$ cat src/design/kfwe_pkg.sv
// Shared types and constants for the k-fingerprint window emitter.
// No dependencies; imported by the front, the back and the top level.
`timescale 1ns / 1ps
`default_nettype none

package kfwe_pkg;

    localparam int LEN_W     = 16;  // factor length width
    localparam int OFF_W     = 24;  // window offset width
    localparam int WSIZE_W   = 5;   // window_size register width
    localparam int CMD_DEPTH = 2;   // front-to-back command queue
    localparam int OUT_DEPTH = 4;   // result queue

    localparam logic [WSIZE_W-1:0] WSIZE_RESET = 5'd4;
    localparam logic [OFF_W-1:0]   OFF_MAX     = {OFF_W{1'b1}};

    typedef enum logic [1:0] {
        OP_LENGTH = 2'd0,
        OP_OPEN   = 2'd1,
        OP_CLOSE  = 2'd2,
        OP_END    = 2'd3
    } t_op;

    // Work handed from the front to the back: a length or an end of read.
    typedef struct packed {
        logic             is_end;
        logic             sub;
        logic [LEN_W-1:0] len;
    } t_cmd;

    // One window entry.
    typedef struct packed {
        logic [LEN_W-1:0] len;
        logic             sub;
        logic [OFF_W-1:0] offset;
        logic             last;
    } t_result;

endpackage

`default_nettype wire

$ cat src/design/kfwe_fifo.sv
// Small synchronous first-in first-out queue, register based.
// Generic; used for the command queue and the result queue.
`timescale 1ns / 1ps
`default_nettype none

module kfwe_fifo #(
    parameter int WIDTH = 8,
    parameter int DEPTH = 2
) (
    input  logic                         i_clk,
    input  logic                         i_rst_n,
    input  logic                         i_push,
    input  logic [WIDTH-1:0]             i_data,
    output logic                         o_full,
    input  logic                         i_pop,
    output logic [WIDTH-1:0]             o_data,
    output logic                         o_empty,
    output logic [$clog2(DEPTH+1)-1:0]   o_count
);

    localparam int AW = (DEPTH > 1) ? $clog2(DEPTH) : 1;
    localparam int CW = $clog2(DEPTH+1);

    logic [WIDTH-1:0] r_mem [DEPTH];
    logic [AW-1:0]    r_wr, n_wr;
    logic [AW-1:0]    r_rd, n_rd;
    logic [CW-1:0]    r_count, n_count;
    logic             do_push, do_pop;

    assign o_full  = (r_count == CW'(DEPTH));
    assign o_empty = (r_count == '0);
    assign o_count = r_count;
    assign o_data  = r_mem[r_rd];

    assign do_push = i_push && !o_full;
    assign do_pop  = i_pop && !o_empty;

    always_comb begin
        n_wr    = r_wr;
        n_rd    = r_rd;
        n_count = r_count;
        if (do_push) begin
            n_wr = (r_wr == AW'(DEPTH-1)) ? '0 : r_wr + 1'b1;
        end
        if (do_pop) begin
            n_rd = (r_rd == AW'(DEPTH-1)) ? '0 : r_rd + 1'b1;
        end
        case ({do_push, do_pop})
            2'b10:   n_count = r_count + 1'b1;
            2'b01:   n_count = r_count - 1'b1;
            default: n_count = r_count;
        endcase
    end

    always_ff @(posedge i_clk) begin
        if (!i_rst_n) begin
            r_wr    <= '0;
            r_rd    <= '0;
            r_count <= '0;
        end else begin
            r_wr    <= n_wr;
            r_rd    <= n_rd;
            r_count <= n_count;
        end
    end

    always_ff @(posedge i_clk) begin
        if (do_push) begin
            r_mem[r_wr] <= i_data;
        end
    end

endmodule

`default_nettype wire

$ cat src/design/kfwe_front.sv
// Front end: accepts input words, tracks the sub-factor group, queues work.
// Depends on kfwe_pkg and kfwe_fifo.
`timescale 1ns / 1ps
`default_nettype none

module kfwe_front import kfwe_pkg::*; (
    input  logic             i_clk,
    input  logic             i_rst_n,
    input  logic             i_push,
    output logic             o_full,
    input  logic [1:0]       i_operation,
    input  logic [LEN_W-1:0] i_factor_length,
    output logic             o_cmd_valid,
    input  logic             i_cmd_pop,
    output t_cmd             o_cmd
);

    t_op  op;
    logic accept;
    logic cmd_push;
    logic cmd_full;
    logic cmd_empty;
    t_cmd cmd_in;
    logic r_in_sub, n_in_sub;

    assign op     = t_op'(i_operation);
    assign accept = i_push && !cmd_full;
    assign o_full = cmd_full;

    // group markers are absorbed here; lengths and end of read go on
    always_comb begin
        n_in_sub = r_in_sub;
        cmd_push = 1'b0;
        case (op)
            OP_LENGTH: begin
                cmd_push = accept;
            end
            OP_OPEN: begin
                if (accept) n_in_sub = 1'b1;
            end
            OP_CLOSE: begin
                if (accept) n_in_sub = 1'b0;
            end
            OP_END: begin
                if (accept) begin
                    cmd_push = 1'b1;
                    n_in_sub = 1'b0;
                end
            end
            default: begin
                cmd_push = 1'b0;
            end
        endcase
    end

    assign cmd_in.is_end = (op == OP_END);
    assign cmd_in.sub    = r_in_sub;
    assign cmd_in.len    = i_factor_length;

    always_ff @(posedge i_clk) begin
        if (!i_rst_n) begin
            r_in_sub <= 1'b0;
        end else begin
            r_in_sub <= n_in_sub;
        end
    end

    kfwe_fifo #(
        .WIDTH ($bits(t_cmd)),
        .DEPTH (CMD_DEPTH)
    ) u_cmd_q (
        .i_clk   (i_clk),
        .i_rst_n (i_rst_n),
        .i_push  (cmd_push),
        .i_data  (cmd_in),
        .o_full  (cmd_full),
        .i_pop   (i_cmd_pop),
        .o_data  (o_cmd),
        .o_empty (cmd_empty),
        .o_count ()
    );

    assign o_cmd_valid = !cmd_empty;

endmodule

`default_nettype wire

$ cat src/design/kfwe_back.sv
// Back end: ring store of the last k lengths, window readout, offset tracking.
// Depends on kfwe_pkg and kfwe_fifo (result queue).
`timescale 1ns / 1ps
`default_nettype none

module kfwe_back import kfwe_pkg::*; #(
    parameter int MAX_WINDOW = 16
) (
    input  logic                            i_clk,
    input  logic                            i_rst_n,
    input  logic [$clog2(MAX_WINDOW+1)-1:0] i_k,
    input  logic                            i_cmd_valid,
    input  t_cmd                            i_cmd,
    output logic                            o_cmd_pop,
    output logic                            o_res_empty,
    input  logic                            i_res_pop,
    output t_result                         o_res
);

    localparam int PW  = (MAX_WINDOW > 1) ? $clog2(MAX_WINDOW) : 1;
    localparam int KW  = $clog2(MAX_WINDOW+1);
    localparam int RCW = $clog2(OUT_DEPTH+1);

    typedef enum logic [1:0] {
        S_IDLE,
        S_EMIT,
        S_DRAIN
    } t_state;

    t_state                r_state, n_state;
    logic [MAX_WINDOW-1:0] r_ring_vld, n_ring_vld;
    logic                  r_filling, n_filling;
    logic                  r_wpos_none, n_wpos_none;
    logic [PW-1:0]         r_wpos, n_wpos;
    logic [PW-1:0]         r_oldest, n_oldest;
    logic [OFF_W-1:0]      r_sum, n_sum;
    logic [PW-1:0]         r_pos, n_pos;
    logic [PW-1:0]         r_idx, n_idx;
    logic                  r_is_end, n_is_end;
    logic                  r_pending, n_pending;
    logic                  r_rd_first, n_rd_first;
    logic                  r_rd_last, n_rd_last;
    logic [LEN_W-1:0]      r_first_len, n_first_len;

    // ring memory: {sub bit, length}
    logic [LEN_W:0]        r_ring [MAX_WINDOW];
    logic [LEN_W:0]        r_rd_word;
    logic                  r_rd_vld;

    logic                  wr_en;
    logic [PW-1:0]         wr_addr;
    logic [KW-1:0]         km1;
    logic [KW-1:0]         next_fill;
    logic                  need_red_o, need_red_w;
    logic                  can_issue;
    logic                  issue_last;
    logic [LEN_W-1:0]      rd_len;
    logic                  rd_sub;
    logic [LEN_W-1:0]      slide_len;
    logic [OFF_W:0]        sum_wide;
    logic [RCW-1:0]        res_count;
    t_result               res_in;

    assign km1        = i_k - KW'(1);
    assign next_fill  = r_wpos_none ? '0 : KW'(r_wpos) + KW'(1);
    assign need_red_o = (KW'(r_oldest) >= i_k);
    assign need_red_w = !r_filling && (KW'(r_wpos) >= i_k);
    assign can_issue  = ((RCW+1)'(res_count) + (RCW+1)'(r_pending)) < (RCW+1)'(OUT_DEPTH);
    assign issue_last = ((KW'(r_idx) + KW'(1)) == i_k);

    // never-written entries read as zero
    assign rd_len    = r_rd_vld ? r_rd_word[LEN_W-1:0] : '0;
    assign rd_sub    = r_rd_vld ? r_rd_word[LEN_W] : 1'b0;
    assign slide_len = r_rd_first ? rd_len : r_first_len;
    assign sum_wide  = {1'b0, r_sum} + (OFF_W+1)'(slide_len);

    always_comb begin
        n_state     = r_state;
        n_ring_vld  = r_ring_vld;
        n_filling   = r_filling;
        n_wpos_none = r_wpos_none;
        n_wpos      = r_wpos;
        n_oldest    = r_oldest;
        n_sum       = r_sum;
        n_pos       = r_pos;
        n_idx       = r_idx;
        n_is_end    = r_is_end;
        n_pending   = 1'b0;
        n_rd_first  = r_rd_first;
        n_rd_last   = r_rd_last;
        n_first_len = r_first_len;
        wr_en       = 1'b0;
        wr_addr     = r_wpos;
        o_cmd_pop   = 1'b0;

        if (r_pending && r_rd_first) begin
            n_first_len = rd_len;
        end

        case (r_state)
            S_IDLE: begin
                if (need_red_o || need_red_w) begin
                    // pointers left over from a larger k: one subtract per cycle
                    if (need_red_o) n_oldest = PW'(KW'(r_oldest) - i_k);
                    if (need_red_w) n_wpos = PW'(KW'(r_wpos) - i_k);
                end else if (i_cmd_valid) begin
                    o_cmd_pop = 1'b1;
                    if (i_cmd.is_end) begin
                        if (r_filling) begin
                            n_state  = S_EMIT;
                            n_pos    = r_oldest;
                            n_idx    = '0;
                            n_is_end = 1'b1;
                        end else begin
                            n_ring_vld  = '0;
                            n_filling   = 1'b1;
                            n_wpos_none = 1'b1;
                            n_wpos      = '0;
                            n_oldest    = '0;
                            n_sum       = '0;
                        end
                    end else begin
                        wr_en    = 1'b1;
                        n_is_end = 1'b0;
                        if (r_filling) begin
                            n_wpos_none = 1'b0;
                            if (next_fill >= km1) begin
                                wr_addr   = PW'(km1);
                                n_filling = 1'b0;
                                n_wpos    = '0;
                                n_state   = S_EMIT;
                                n_pos     = r_oldest;
                                n_idx     = '0;
                            end else begin
                                wr_addr = PW'(next_fill);
                                n_wpos  = PW'(next_fill);
                            end
                        end else begin
                            wr_addr = r_wpos;
                            n_wpos  = ((KW'(r_wpos) + KW'(1)) == i_k) ? '0 : r_wpos + 1'b1;
                            n_state = S_EMIT;
                            n_pos   = r_oldest;
                            n_idx   = '0;
                        end
                        n_ring_vld[wr_addr] = 1'b1;
                    end
                end
            end
            S_EMIT: begin
                if (can_issue) begin
                    n_pending  = 1'b1;
                    n_rd_first = (r_idx == '0);
                    n_rd_last  = issue_last;
                    n_idx      = r_idx + 1'b1;
                    n_pos      = ((KW'(r_pos) + KW'(1)) == i_k) ? '0 : r_pos + 1'b1;
                    if (issue_last) n_state = S_DRAIN;
                end
            end
            S_DRAIN: begin
                // last entry is being queued this cycle
                n_state = S_IDLE;
                if (r_is_end) begin
                    n_ring_vld  = '0;
                    n_filling   = 1'b1;
                    n_wpos_none = 1'b1;
                    n_wpos      = '0;
                    n_oldest    = '0;
                    n_sum       = '0;
                end else begin
                    n_sum    = sum_wide[OFF_W] ? OFF_MAX : sum_wide[OFF_W-1:0];
                    n_oldest = ((KW'(r_oldest) + KW'(1)) == i_k) ? '0 : r_oldest + 1'b1;
                end
            end
            default: begin
                n_state = S_IDLE;
            end
        endcase
    end

    always_ff @(posedge i_clk) begin
        if (!i_rst_n) begin
            r_state     <= S_IDLE;
            r_ring_vld  <= '0;
            r_filling   <= 1'b1;
            r_wpos_none <= 1'b1;
            r_wpos      <= '0;
            r_oldest    <= '0;
            r_sum       <= '0;
            r_pos       <= '0;
            r_idx       <= '0;
            r_is_end    <= 1'b0;
            r_pending   <= 1'b0;
            r_rd_first  <= 1'b0;
            r_rd_last   <= 1'b0;
            r_first_len <= '0;
        end else begin
            r_state     <= n_state;
            r_ring_vld  <= n_ring_vld;
            r_filling   <= n_filling;
            r_wpos_none <= n_wpos_none;
            r_wpos      <= n_wpos;
            r_oldest    <= n_oldest;
            r_sum       <= n_sum;
            r_pos       <= n_pos;
            r_idx       <= n_idx;
            r_is_end    <= n_is_end;
            r_pending   <= n_pending;
            r_rd_first  <= n_rd_first;
            r_rd_last   <= n_rd_last;
            r_first_len <= n_first_len;
        end
    end

    always_ff @(posedge i_clk) begin
        if (wr_en) begin
            r_ring[wr_addr] <= {i_cmd.sub, i_cmd.len};
        end
        r_rd_word <= r_ring[r_pos];
        r_rd_vld  <= r_ring_vld[r_pos];
    end

    assign res_in.len    = rd_len;
    assign res_in.sub    = rd_sub;
    assign res_in.offset = r_sum;
    assign res_in.last   = r_rd_last;

    kfwe_fifo #(
        .WIDTH ($bits(t_result)),
        .DEPTH (OUT_DEPTH)
    ) u_res_q (
        .i_clk   (i_clk),
        .i_rst_n (i_rst_n),
        .i_push  (r_pending),
        .i_data  (res_in),
        .o_full  (),
        .i_pop   (i_res_pop),
        .o_data  (o_res),
        .o_empty (o_res_empty),
        .o_count (res_count)
    );

endmodule

`default_nettype wire

$ cat src/design/k_fingerprint_window_emitter_core.sv
// k-fingerprint window emitter: top level, window_size register, assertions.
// A window-completing length passes the command queue, ring write, ring read and result queue.
// A window of k entries holds the back end for one ring read per entry; it pops no new command
// until the window is out. Markers stay in the front; lengths that emit nothing only fill the ring.
// After k shrinks, each ring pointer at or above k is reduced by k, one subtract at a time, before new work is taken.
// Reset: i_rst_n synchronous, active low; clears queues, ring valid bits, counters; k returns to 4.
`timescale 1ns / 1ps
`default_nettype none

module k_fingerprint_window_emitter_core import kfwe_pkg::*; #(
    parameter int MAX_WINDOW = 16
) (
    input  logic               i_clk,
    input  logic               i_rst_n,
    // input word queue
    input  logic               push,
    output logic               full,
    input  logic [1:0]         i_operation,
    input  logic [LEN_W-1:0]   i_factor_length,
    // result word queue
    output logic               empty,
    input  logic               pop,
    output logic [LEN_W-1:0]   o_window_length,
    output logic               o_sub_factor_bit,
    output logic [OFF_W-1:0]   o_window_offset,
    output logic               o_last_of_window,
    // window_size write channel
    input  logic               cfg_valid,
    output logic               cfg_ready,
    input  logic [WSIZE_W-1:0] i_cfg_window_size
);

    localparam int KW   = $clog2(MAX_WINDOW+1);
    localparam int CMPW = (KW > WSIZE_W) ? KW : WSIZE_W;

    logic [WSIZE_W-1:0] r_window_size;
    logic [KW-1:0]      eff_k;
    logic               cmd_valid;
    logic               cmd_pop;
    t_cmd               cmd;
    t_result            res;

    // ------------------------------------------------------------------
    // Configuration. The user must write the register only while the block
    // is idle, so the back end may read k live; the block itself does not
    // enforce it. A size of zero acts as one, above MAX_WINDOW as MAX_WINDOW.
    // ------------------------------------------------------------------
    assign cfg_ready = 1'b1;

    always_ff @(posedge i_clk) begin
        if (!i_rst_n) begin
            r_window_size <= WSIZE_RESET;
        end else if (cfg_valid && cfg_ready) begin
            r_window_size <= i_cfg_window_size;
        end
    end

    always_comb begin
        if (r_window_size == '0) begin
            eff_k = KW'(1);
        end else if (CMPW'(r_window_size) > CMPW'(MAX_WINDOW)) begin
            eff_k = KW'(MAX_WINDOW);
        end else begin
            eff_k = KW'(r_window_size);
        end
    end

    // ------------------------------------------------------------------
    // Front: takes input words unless full, folds group open/close into the
    // sub-factor flag and queues lengths and end-of-read for the back.
    // ------------------------------------------------------------------
    kfwe_front u_front (
        .i_clk           (i_clk),
        .i_rst_n         (i_rst_n),
        .i_push          (push),
        .o_full          (full),
        .i_operation     (i_operation),
        .i_factor_length (i_factor_length),
        .o_cmd_valid     (cmd_valid),
        .i_cmd_pop       (cmd_pop),
        .o_cmd           (cmd)
    );

    // ------------------------------------------------------------------
    // Back: ring store, fill tracking, window readout one entry per cycle
    // while the result queue has room, then slides the oldest length into
    // the running offset (saturating at 24 bits), or clears at end of read.
    // ------------------------------------------------------------------
    kfwe_back #(
        .MAX_WINDOW (MAX_WINDOW)
    ) u_back (
        .i_clk       (i_clk),
        .i_rst_n     (i_rst_n),
        .i_k         (eff_k),
        .i_cmd_valid (cmd_valid),
        .i_cmd       (cmd),
        .o_cmd_pop   (cmd_pop),
        .o_res_empty (empty),
        .i_res_pop   (pop),
        .o_res       (res)
    );

    assign o_window_length  = res.len;
    assign o_sub_factor_bit = res.sub;
    assign o_window_offset  = res.offset;
    assign o_last_of_window = res.last;

`ifndef NO_ASSERTIONS
    // back end only takes work that the front has queued
    a_pop_has_cmd: assert property (@(posedge i_clk) disable iff (!i_rst_n)
        cmd_pop |-> cmd_valid)
        else $error("command popped from empty queue");

    // a full input side means queued work is waiting for the back end
    a_full_has_backlog: assert property (@(posedge i_clk) disable iff (!i_rst_n)
        full |-> cmd_valid)
        else $error("input full with no queued command");

    // reset leaves the result queue empty and the command queue not full
    a_reset_clears: assert property (@(posedge i_clk)
        !i_rst_n |=> (empty && !full))
        else $error("queues not empty after reset");
`endif

endmodule

`default_nettype wire
$ cat config.mk
export PLATFORM = sky130hd
export DESIGN_NAME = k_fingerprint_window_emitter_core
export DESIGN_NICKNAME = d
export VERILOG_FILES = /design/src/design/kfwe_pkg.sv /design/src/design/kfwe_fifo.sv /design/src/design/kfwe_front.sv /design/src/design/kfwe_back.sv /design/src/design/k_fingerprint_window_emitter_core.sv
export SDC_FILE = /design/constraint.sdc
export NUM_CORES = 1
export LEC_CHECK = 0
export BUFFER_PORTS_ARGS = -buffer_cell sky130_fd_sc_hd__buf_2
export CELL_PAD_IN_SITES_DETAIL_PLACEMENT = 1
export CELL_PAD_IN_SITES_GLOBAL_PLACEMENT = 2
export CORE_UTILIZATION = 30
export CTS_CLUSTER_DIAMETER = 200
export DETAILED_ROUTE_END_ITERATION = 10
export PLACE_DENSITY_LB_ADDON = 0.05
export SYNTH_ARGS = -nofsm -noshare
export SYNTH_HDL_FRONTEND = slang
export SYNTH_HIERARCHICAL = 1
export SYNTH_SLANG_ARGS = --single-unit
$ cat constraint.sdc
create_clock -name i_clk -period 14.5 [get_ports i_clk]
set_input_delay 0 -clock i_clk [delete_from_list [all_inputs] [get_ports i_clk]]
set_output_delay 0 -clock i_clk [all_outputs]
set_load 0.02 [all_outputs]
==> out/results.txt, run 1 <==
In the synthesized netlist, the cells that appear most often are 476 x sky130_fd_sc_hd__edfxtp_1, 130 x sky130_fd_sc_hd__mux4_2, 118 x sky130_fd_sc_hd__dfxtp_1. The final layout contains 1,734 nets. Die width: 290.0 um. The logs give 53 for the largest net degree at the start of global routing and 0 for the count of pins over their slew limit.

After layout, the worst path uses 39.04% of the clock period. The tools report the final number of setup-violating endpoints as 0. 0 antenna diodes ended up in the layout. After synthesis, the netlist uses 85 different library cells. The number of synthesis warnings was 6; the synthesized net count was 1,607. The final route contains 13,640 vias. Setup total negative slack on the finished layout was measured at 0 ns. The portion of synthesized cell area occupied by the leading cell type was 57.43%; the post-detailed-route count of antenna-violating nets was 0. The logs give 8.839 ns for the worst setup margin and 176.6 MHz for the maximum achievable frequency.

Ranked by total cell area, the synthesized netlist is headed by sky130_fd_sc_hd__edfxtp_1 57%, sky130_fd_sc_hd__mux4_2 12%, sky130_fd_sc_hd__dfxtp_1 9.5%. Clock latency on the worst-skew pair, taken at its later pin, is 0.61 ns. For the sequential area share after synthesis, the log shows 66.92%. For the worst slack at placement, the log shows 8.786 ns.

The initial DRC count was 719. The global-route usage over all layers came out at 15.19%. In this run, synthesis produced a sequential element count of 594. The count of boundary I/O pins is 73, and the clock net sink count is 594.

Setup repair after global routing left no endpoint under its margin. Data on the critical path is required at its endpoint by 14.71 ns. Clock-pin slew was measured on the worst setup and hold paths at 0.06 ns. STA classifies the critical path startpoint as a flop. Across the routed clock network, the largest skew measured is 0.01810 ns. After synthesis, the share of flip-flops with an asynchronous set or reset is 0%. In this design, the largest share of critical-path delay is due to simple AND/OR/NAND/NOR gates. For the total placed cells including tap cells, the log shows 2,622.

For the pin with the worst max-slew slack, the measured transition is 1.161 ns. Wire length of the first global-routing pass: 96,250 um. Yosys mapped a number of flops with a built-in enable equal to 476.

The number of gates resized after CTS was 0. The synthesized netlist devotes 6.178% of its cell area to compound gates. The peak per-stage delay on the critical path came out at 0.97 ns. The cell sitting at the root of the clock tree is a sky130_fd_sc_hd__clkbuf_16.

Counting every instance in the synthesized netlist gives 1,530. After routing the design area is 29,060 um2. The largest fanout of any net on the critical path came out at 17. Number of input and output port buffers inserted: 71. The data arrival time of the critical path is 5.87 ns, and the count of hold buffers inserted by post-cts repair is 32.

The proportion of synthesized area in mux cells works out to 14.02%. In this run the deepest clock path goes through 3 buffers. The number of non-filler instances in the completed layout came out at 2,778. The tools report the endpoint class of the critical path as a flop. The layout overhead on the synthesized area came out at 16.73%. Most used flip-flop cell after synthesis: sky130_fd_sc_hd__edfxtp_1. The initial cell density of the core is 30.31%. The count of final hold-check violations came out at 0. The CTS buffer count was 71. TritonCTS built the clock tree.

The dominant combinational cell family by area after synthesis was multiplexers. Simple-gate share of the synthesized area: 6.771%. The power density normalized to cell area was 157.7 nW/um2; the minimum clock period was 5.661 ns. The instance area at placement is 26,480 um2.

The flow ran to the end, and the final reports show no timing, DRC or antenna violations. For this run the aggregate overflow at the end of global routing stands at 0. After detailed routing, the number of remaining DRC violations is 0. The die area is 84,120 um2. The tool flagged a number of max-cap violations equal to 0. The H-tree level count was 3; the worst voltage drop across the vdd grid was 0.08843 mV. The synthesized design spends more area on one cell type than any other, namely sky130_fd_sc_hd__edfxtp_1. Of the total synthesized cell area, the portion taken by XOR and XNOR cells is 1.337%. The worst setup path is of the reg2reg kind. For this run, the share of the core covered by cells in the final layout is 35.39%.

The tools report the total setup buffers inserted after CTS as 0. The run gives 105 as the site row count. Cell area after synthesis: 24,890 um2.

The length of the first detailed-routing pass in iterations came out at 6. The floorplan step defined a core boundary enclosing 82,110 um2. In the final layout, the share of cells above drive strength 1 is 24.12%.

The routed length per placed instance came out at 22.71 um. The worst reg-to-reg setup slack was 8.84 ns. Summed over all nets, the half-perimeter wirelength after detailed placement is 40,500 um.

The adder-cell area share of the yosys netlist works out to 2.629%. For the number of global-route vias before repair, the log shows 14,710. Traced cell by cell, the critical path runs through or3_1 > a21oi_1 > ha_1 > nor2_1 > a21oi_1 > o31ai_1 > nand3_1 > or4_1 > nand3b_1 > nor2_2.

The headroom to the max-slew limit is 22.51%. The tools report the total of fill cells in the finished design as 8,258. The most numerous cell in the Yosys netlist was sky130_fd_sc_hd__edfxtp_1. Dividing the detail-routed via count by the number of cells gives 4.911. From bottom edge to top edge, the die measures 290.0 um.

In this design, the critical path's most frequently occurring cell is sky130_fd_sc_hd__a21oi_1. Counting both buffers and inverters, the worst setup path holds a total of 0. Critical path's slowest cell: sky130_fd_sc_hd__nor2_2. The run gives 0.7295 as the last weighted congestion value of the routability-driven placer. Summed over all layers, the routed wires come to 63,090 um. Summed over all cells, the static leakage comes to 9.447 nW. The tools report the initial antenna violation count as 4. The worst hold path belongs to the class in2reg. The average instance in the mapped netlist occupies 16.27 um2.
==> placed cells by master (no fill, tap or decap), types with 8 or more instances in the layout <==
master / n
sky130_fd_sc_hd__xnor2_1: 21
sky130_fd_sc_hd__buf_2: 71
sky130_fd_sc_hd__dlygate4sd3_1: 32
sky130_fd_sc_hd__or3_1: 11
sky130_fd_sc_hd__ha_1: 45
sky130_fd_sc_hd__o21ai_0: 49
sky130_fd_sc_hd__nand4_1: 8
sky130_fd_sc_hd__mux2i_1: 10
sky130_fd_sc_hd__and3_1: 10
sky130_fd_sc_hd__clkbuf_1: 17
sky130_fd_sc_hd__mux2_2: 35
sky130_fd_sc_hd__inv_1: 37
sky130_fd_sc_hd__nand2_1: 93
sky130_fd_sc_hd__nor2_1: 49
sky130_fd_sc_hd__a31oi_1: 11
sky130_fd_sc_hd__xor2_1: 17
sky130_fd_sc_hd__clkinv_1: 8
sky130_fd_sc_hd__buf_4: 24
sky130_fd_sc_hd__nand2b_1: 12
sky130_fd_sc_hd__nor2b_1: 24
sky130_fd_sc_hd__edfxtp_1: 476
sky130_fd_sc_hd__nor3_1: 17
sky130_fd_sc_hd__nand3_1: 20
sky130_fd_sc_hd__a21o_1: 10
sky130_fd_sc_hd__clkinv_2: 9
sky130_fd_sc_hd__dfxtp_1: 112
sky130_fd_sc_hd__mux4_2: 130
sky130_fd_sc_hd__clkbuf_16: 72
sky130_fd_sc_hd__o31a_1: 10
sky130_fd_sc_hd__and2_1: 26
sky130_fd_sc_hd__a21oi_1: 66
sky130_fd_sc_hd__nor3_2: 11
==> through the flow <==
step / total power [mW] / hold WS, ns
2_1_floorplan: 2.619 / 0.06194
3_3_place_gp: 2.900 / 0.1885
3_5_place_dp: 2.901 / 0.1912
4_1_cts: 4.676 / 0.001151
5_1_grt: 4.794 / 0.04384
6_report: 4.581 / 0.02575
==> state kept, by name, indices dropped and copies added, names as in the netlist, 2 cells and up, named ones only <==
name,count
u_back/u_res_q/r_mem,168
u_back/r_sum,24
u_back/r_oldest,4
r_window_size,5
u_back/u_res_q/r_rd,2
u_back/r_ring,272
u_back/r_ring_vld,16
u_back/u_res_q/r_wr,2
u_back/u_res_q/o_count,3
u_back/r_wpos,4
u_back/r_rd_word,17
u_back/r_state,2
u_back/r_pos,4
u_back/r_first_len,16
u_front/u_cmd_q/r_mem,36
u_front/u_cmd_q/o_count,2
u_back/r_idx,4
==> worst paths after layout <==
kind                    startpoint               endpoint  depth (start not counted)
min reg2reg  u_back/r_first_len[1]  u_back/r_first_len[1]                          2
max               r_window_size[1]   u_back/r_ring[1][12]                         10
max reg2reg       r_window_size[1]   u_back/r_ring[1][12]                         10
min                        i_rst_n       u_front/r_in_sub                          3
==> power breakdown <==
group / total, mW / internal (mW) / switching, mW
Sequential: 2.06 / 1.95 / 0.105
Combinational: 0.791 / 0.356 / 0.436
Clock: 1.73 / 1.03 / 0.706
Total: 4.58 / 3.33 / 1.25
==> worst min-delay path: cells and delay by family <==
| kind | cells | cell delay (ns) |
|---|---|---|
| compound gates | 1 | 0.19 |
| buf+inv | 2 | 0.37 |
==> cell families (layout without fill, tap and decap cells) <==
group	after synthesis	in the layout
mux	178	178
simple gates	328	328
fa+ha+maj	50	50
buf+inv	112	290
other cells	1	1
xor+xnor	38	38
flops	594	594
compound gates	229	229
==> layer usage <==
metal,routed length (um),track usage [%],vias to the layer above
met4,1544,4.696,2
li1,-,-,6261
met2,30060,24.82,212
met3,1812,2.267,100
met1,29660,20.83,7069
met5,13,0,-
==> cell type report <==
| type | instances | area (um2) | area share, % |
|---|---|---|---|
| multi-input cells | 824 | 7787 | 26.80 |
| inverters | 39 | 146.4 | 0.5038 |
| well taps | 1070 | 1339 | 4.608 |
| clock inverters | 31 | 335.3 | 1.154 |
| flip-flops and latches | 594 | 16670 | 57.38 |
| clock buffers | 93 | 1921 | 6.610 |
| repair buffers | 127 | 855.8 | 2.945 |
(Power assumes the default switching activity.)
==> run 2, diff against run 1 <==
- clock period: 14.5 -> 5 ns (I/O delays scaled with it)
==> run 2 against run 1 <==
Effect of this change: wire length about the same; power rose to 2.9 times the previous value; cell count rose by 1.2%; sequential share of layout area fell by 0.28 points; cell area grew 0.48%; worst hold slack improved by 0.10 ns; die area unchanged; combinational power rose to 3.0 times the previous value; register-to-register slack lost 8.4 ns; critical path type unchanged.
==> out/results.txt, run 2 (same netlist as run 1, synthesis figures left out) <==
The run finished with clean final reports. The tools report the placed wire-length estimate after detailed placement as 41,260 um. TritonCTS built the clock tree. IR analysis of the VDD net gives a maximum drop of 0.2584 mV. For the count of boundary I/O pins, the log shows 73.

Leaving out fill and tap cells, the most frequent cell in the layout is sky130_fd_sc_hd__edfxtp_1. For met2 alone, demand over resource in global routing was 25.02%. In the final layout, the share of cells above drive strength 1 is 24.61%. After filler insertion, the fill cell instance count of the layout stands at 8,299.

The initial cell density of the core was 30.31%; the global-route usage over all layers was 15.24%. Counting flops per register, the top entry is u_back/r_ring. In the routed design, unresolved DRC markers number 0.

For the total of cells resized after clock tree synthesis, the log shows 0. For the total leakage power, the log shows 9.547 nW. The combined buffer and inverter count along the critical path is 1. Clock latency on the worst-skew pair: 0.60 ns. On the worst path, the slowest cell contributes a delay of 0.95 ns.

In this run the worst setup path begins at r_window_size[1]. Counting I/O delays and the setup requirement, the final critical path takes 4.601 ns. The number of non-filler instances in the completed layout was 2,810. The library cells used most frequently in the layout, excluding fill and tap cells, are 476 x sky130_fd_sc_hd__edfxtp_1, 130 x sky130_fd_sc_hd__mux4_2, 113 x sky130_fd_sc_hd__dfxtp_1, 93 x sky130_fd_sc_hd__nand2_1, 75 x sky130_fd_sc_hd__clkbuf_16. Launching element type of the critical path: a flop. Counting every sink on the clock net gives 594. The clock input transition at the sequential cells of the worst setup and hold paths is 0.06 ns, and the count of max-cap constraint violations is 0. Layout overhead on the synthesized area: 17.30%. The path category of the worst min-delay check was in2reg.

At the worst endpoint, the arrival time is 4.79 ns. For the total via count in the routed design, the log shows 13,780. Setup repair after global routing left no endpoint under its margin.

During placement, the flow inserted port buffers numbering 71. Critical path's slowest cell: sky130_fd_sc_hd__nor2_2. Dividing the detail-routed via count by the number of cells gives 4.905. The tools report the H-tree level count as 3. The startpoint identified for the worst register-to-register timing path is r_window_size[1].

The first global-routing pass estimated 96,570 um of wire. The post-detailed-route count of antenna-violating nets came out at 0. STA puts the critical path data required time at 5.19 ns. The run gives 0 as the overflow left after global routing. The logs give 14,890 for the number of global-route vias before repair and 4 for the length of the first detailed-routing pass in iterations. The total setup buffers inserted after CTS is 0. The total area inside the core boundary comes to 82,110 um2. Setup total negative slack on the finished layout was measured at 0 ns. The met1 usage is 20.93%, and the routed length per placed instance is 22.45 um. The capture instance of the worst register-to-register path was u_back/r_ring[3][13]. The cell sitting at the root of the clock tree is a sky130_fd_sc_hd__clkbuf_16. The run gives 105 as the site row count. The largest registers in the layout are u_back/r_ring x272, u_back/u_res_q/r_mem x168, u_front/u_cmd_q/r_mem x36.

The maximum achievable frequency was 217.4 MHz. Measured along the y axis, the die boundary spans 290.0 um. The run gives 0 as the count of final hold-check violations. The power density normalized to cell area is 452.0 nW/um2, and the count of cells along the worst register-to-register path is 13. In this run the most used layer during global routing was met2. The kind of cell adding the most delay to the critical path is simple AND/OR/NAND/NOR gates.

The signal on the critical path passes through or3_1 > a21oi_1 > inv_1 > ha_1 > xnor2_1 > ha_1 > a21oi_1 > o21ai_1 > maj3_2 > a21oi_2 > o311a_2 > nand3b_1 > nor2_2. In this run the worst setup path terminates at u_back/r_ring[3][13]. The worst pin sits at a relative slew slack of 20.12%. The run gives 1,759 as the final net count.

The largest fanout of any net on the critical path is 17. The setup path with the least slack is of type reg2reg. The register with the most flip-flops in the layout has 272 of them.

The count of pins over their slew limit is 0. The die covers 84,120 um2. The logs give 2,646 for the total placed cells including tap cells and 3 for the initial antenna violation count.

Measured along the x axis, the die boundary spans 290.0 um. The clock passes through at most 3 buffers. CTS buffer count: 72. The final clock skew was 0.02258 ns; the total wire length after detailed routing was 63,100 um. The last weighted congestion value of the routability-driven placer is 0.7292, and the post-layout total power is 13.20 mW.

The worst path uses 92.02% of the clock period. Global routing used 2.474% of the available met3 tracks. The critical path runs through a total of 13 cells.

At the pin with the least slew margin, the transition time is 1.197 ns. Setup violations remaining at the end of the flow were counted as 0. After the first detailed-routing iteration, the DRC count stood at 559.

Entering global routing, the biggest net connects 54 pins. The worst setup path is captured at a flop. The utilization after layout is 35.56%.

The worst reg-to-reg setup slack came out at 0.40 ns.
==> run 2: worst reg2reg max path: stages (launching register included) <==
cell and delay (ns):
sky130_fd_sc_hd__dfxtp_1 0.32, sky130_fd_sc_hd__or3_1 0.38, sky130_fd_sc_hd__a21oi_1 0.22, sky130_fd_sc_hd__inv_1 0.10, sky130_fd_sc_hd__ha_1 0.23, sky130_fd_sc_hd__xnor2_1 0.27, sky130_fd_sc_hd__ha_1 0.31, sky130_fd_sc_hd__a21oi_1 0.13
sky130_fd_sc_hd__o21ai_1 0.12, sky130_fd_sc_hd__maj3_2 0.37, sky130_fd_sc_hd__a21oi_2 0.36, sky130_fd_sc_hd__o311a_2 0.24, sky130_fd_sc_hd__nand3b_1 0.20, sky130_fd_sc_hd__nor2_2 0.95
==> run 2: timing repair <==
| action | CTS | global route |
|---|---|---|
| endpoints found under the setup margin | 0 | 0 |
| hold buffers | 32 | 0 |
| endpoints found under the hold margin | 47 | 0 |
==> run 2: per-stage QoR <==
step                hold slack, ns  setup slack [ns]  area, um2
detailed placement          0.1922            0.3687      26660
finish                      0.1261            0.3991      29200
global route               0.09517           0.03256      29190
CTS                        0.07572            0.2908      29190
global placement            0.1877            0.3880      26660
floorplan                  0.06194           0.06574      24890
==> run 2: final cells by class <==
cell class	instances	area, um2	area share, %
well taps	1070	1339	4.586
inverters	39	146.4	0.5014
multi-input cells	824	7780	26.65
flip-flops and latches	594	16670	57.10
repair buffers	151	1049	3.591
diodes	1	2.502	0.008571
clock inverters	29	221.5	0.7585
clock buffers	102	1988	6.810
==> run 2: where the power goes <==
| group | internal (mW) | switching, mW | total [mW] |
|---|---|---|---|
| Combinational | 1.06 | 1.27 | 2.34 |
| Sequential | 5.66 | 0.289 | 5.95 |
| Clock | 2.88 | 2.03 | 4.91 |
| Total | 9.60 | 3.59 | 13.2 |
==> run 2: per-layer routing <==
layer / wire length (um) / part of all wire [%]
met5: 0 / 0
met3: 1886 / 3.0
met1: 29810 / 47
met4: 1446 / 2.3
met2: 29960 / 47
==> run 2: worst min path at each step <==
stage / startpoint / end / cells past startpoint
2_1_floorplan: i_rst_n / r_window_size[2] / 1
3_5_place_dp: i_factor_length[1] / u_front/u_cmd_q/r_mem[1][1] / 1
6_report: i_factor_length[4] / u_front/u_cmd_q/r_mem[0][4] / 2
4_1_cts: i_factor_length[4] / u_front/u_cmd_q/r_mem[1][4] / 2
5_1_grt: i_factor_length[7] / u_front/u_cmd_q/r_mem[1][7] / 2
3_3_place_gp: i_factor_length[9] / u_front/u_cmd_q/r_mem[0][9] / 1
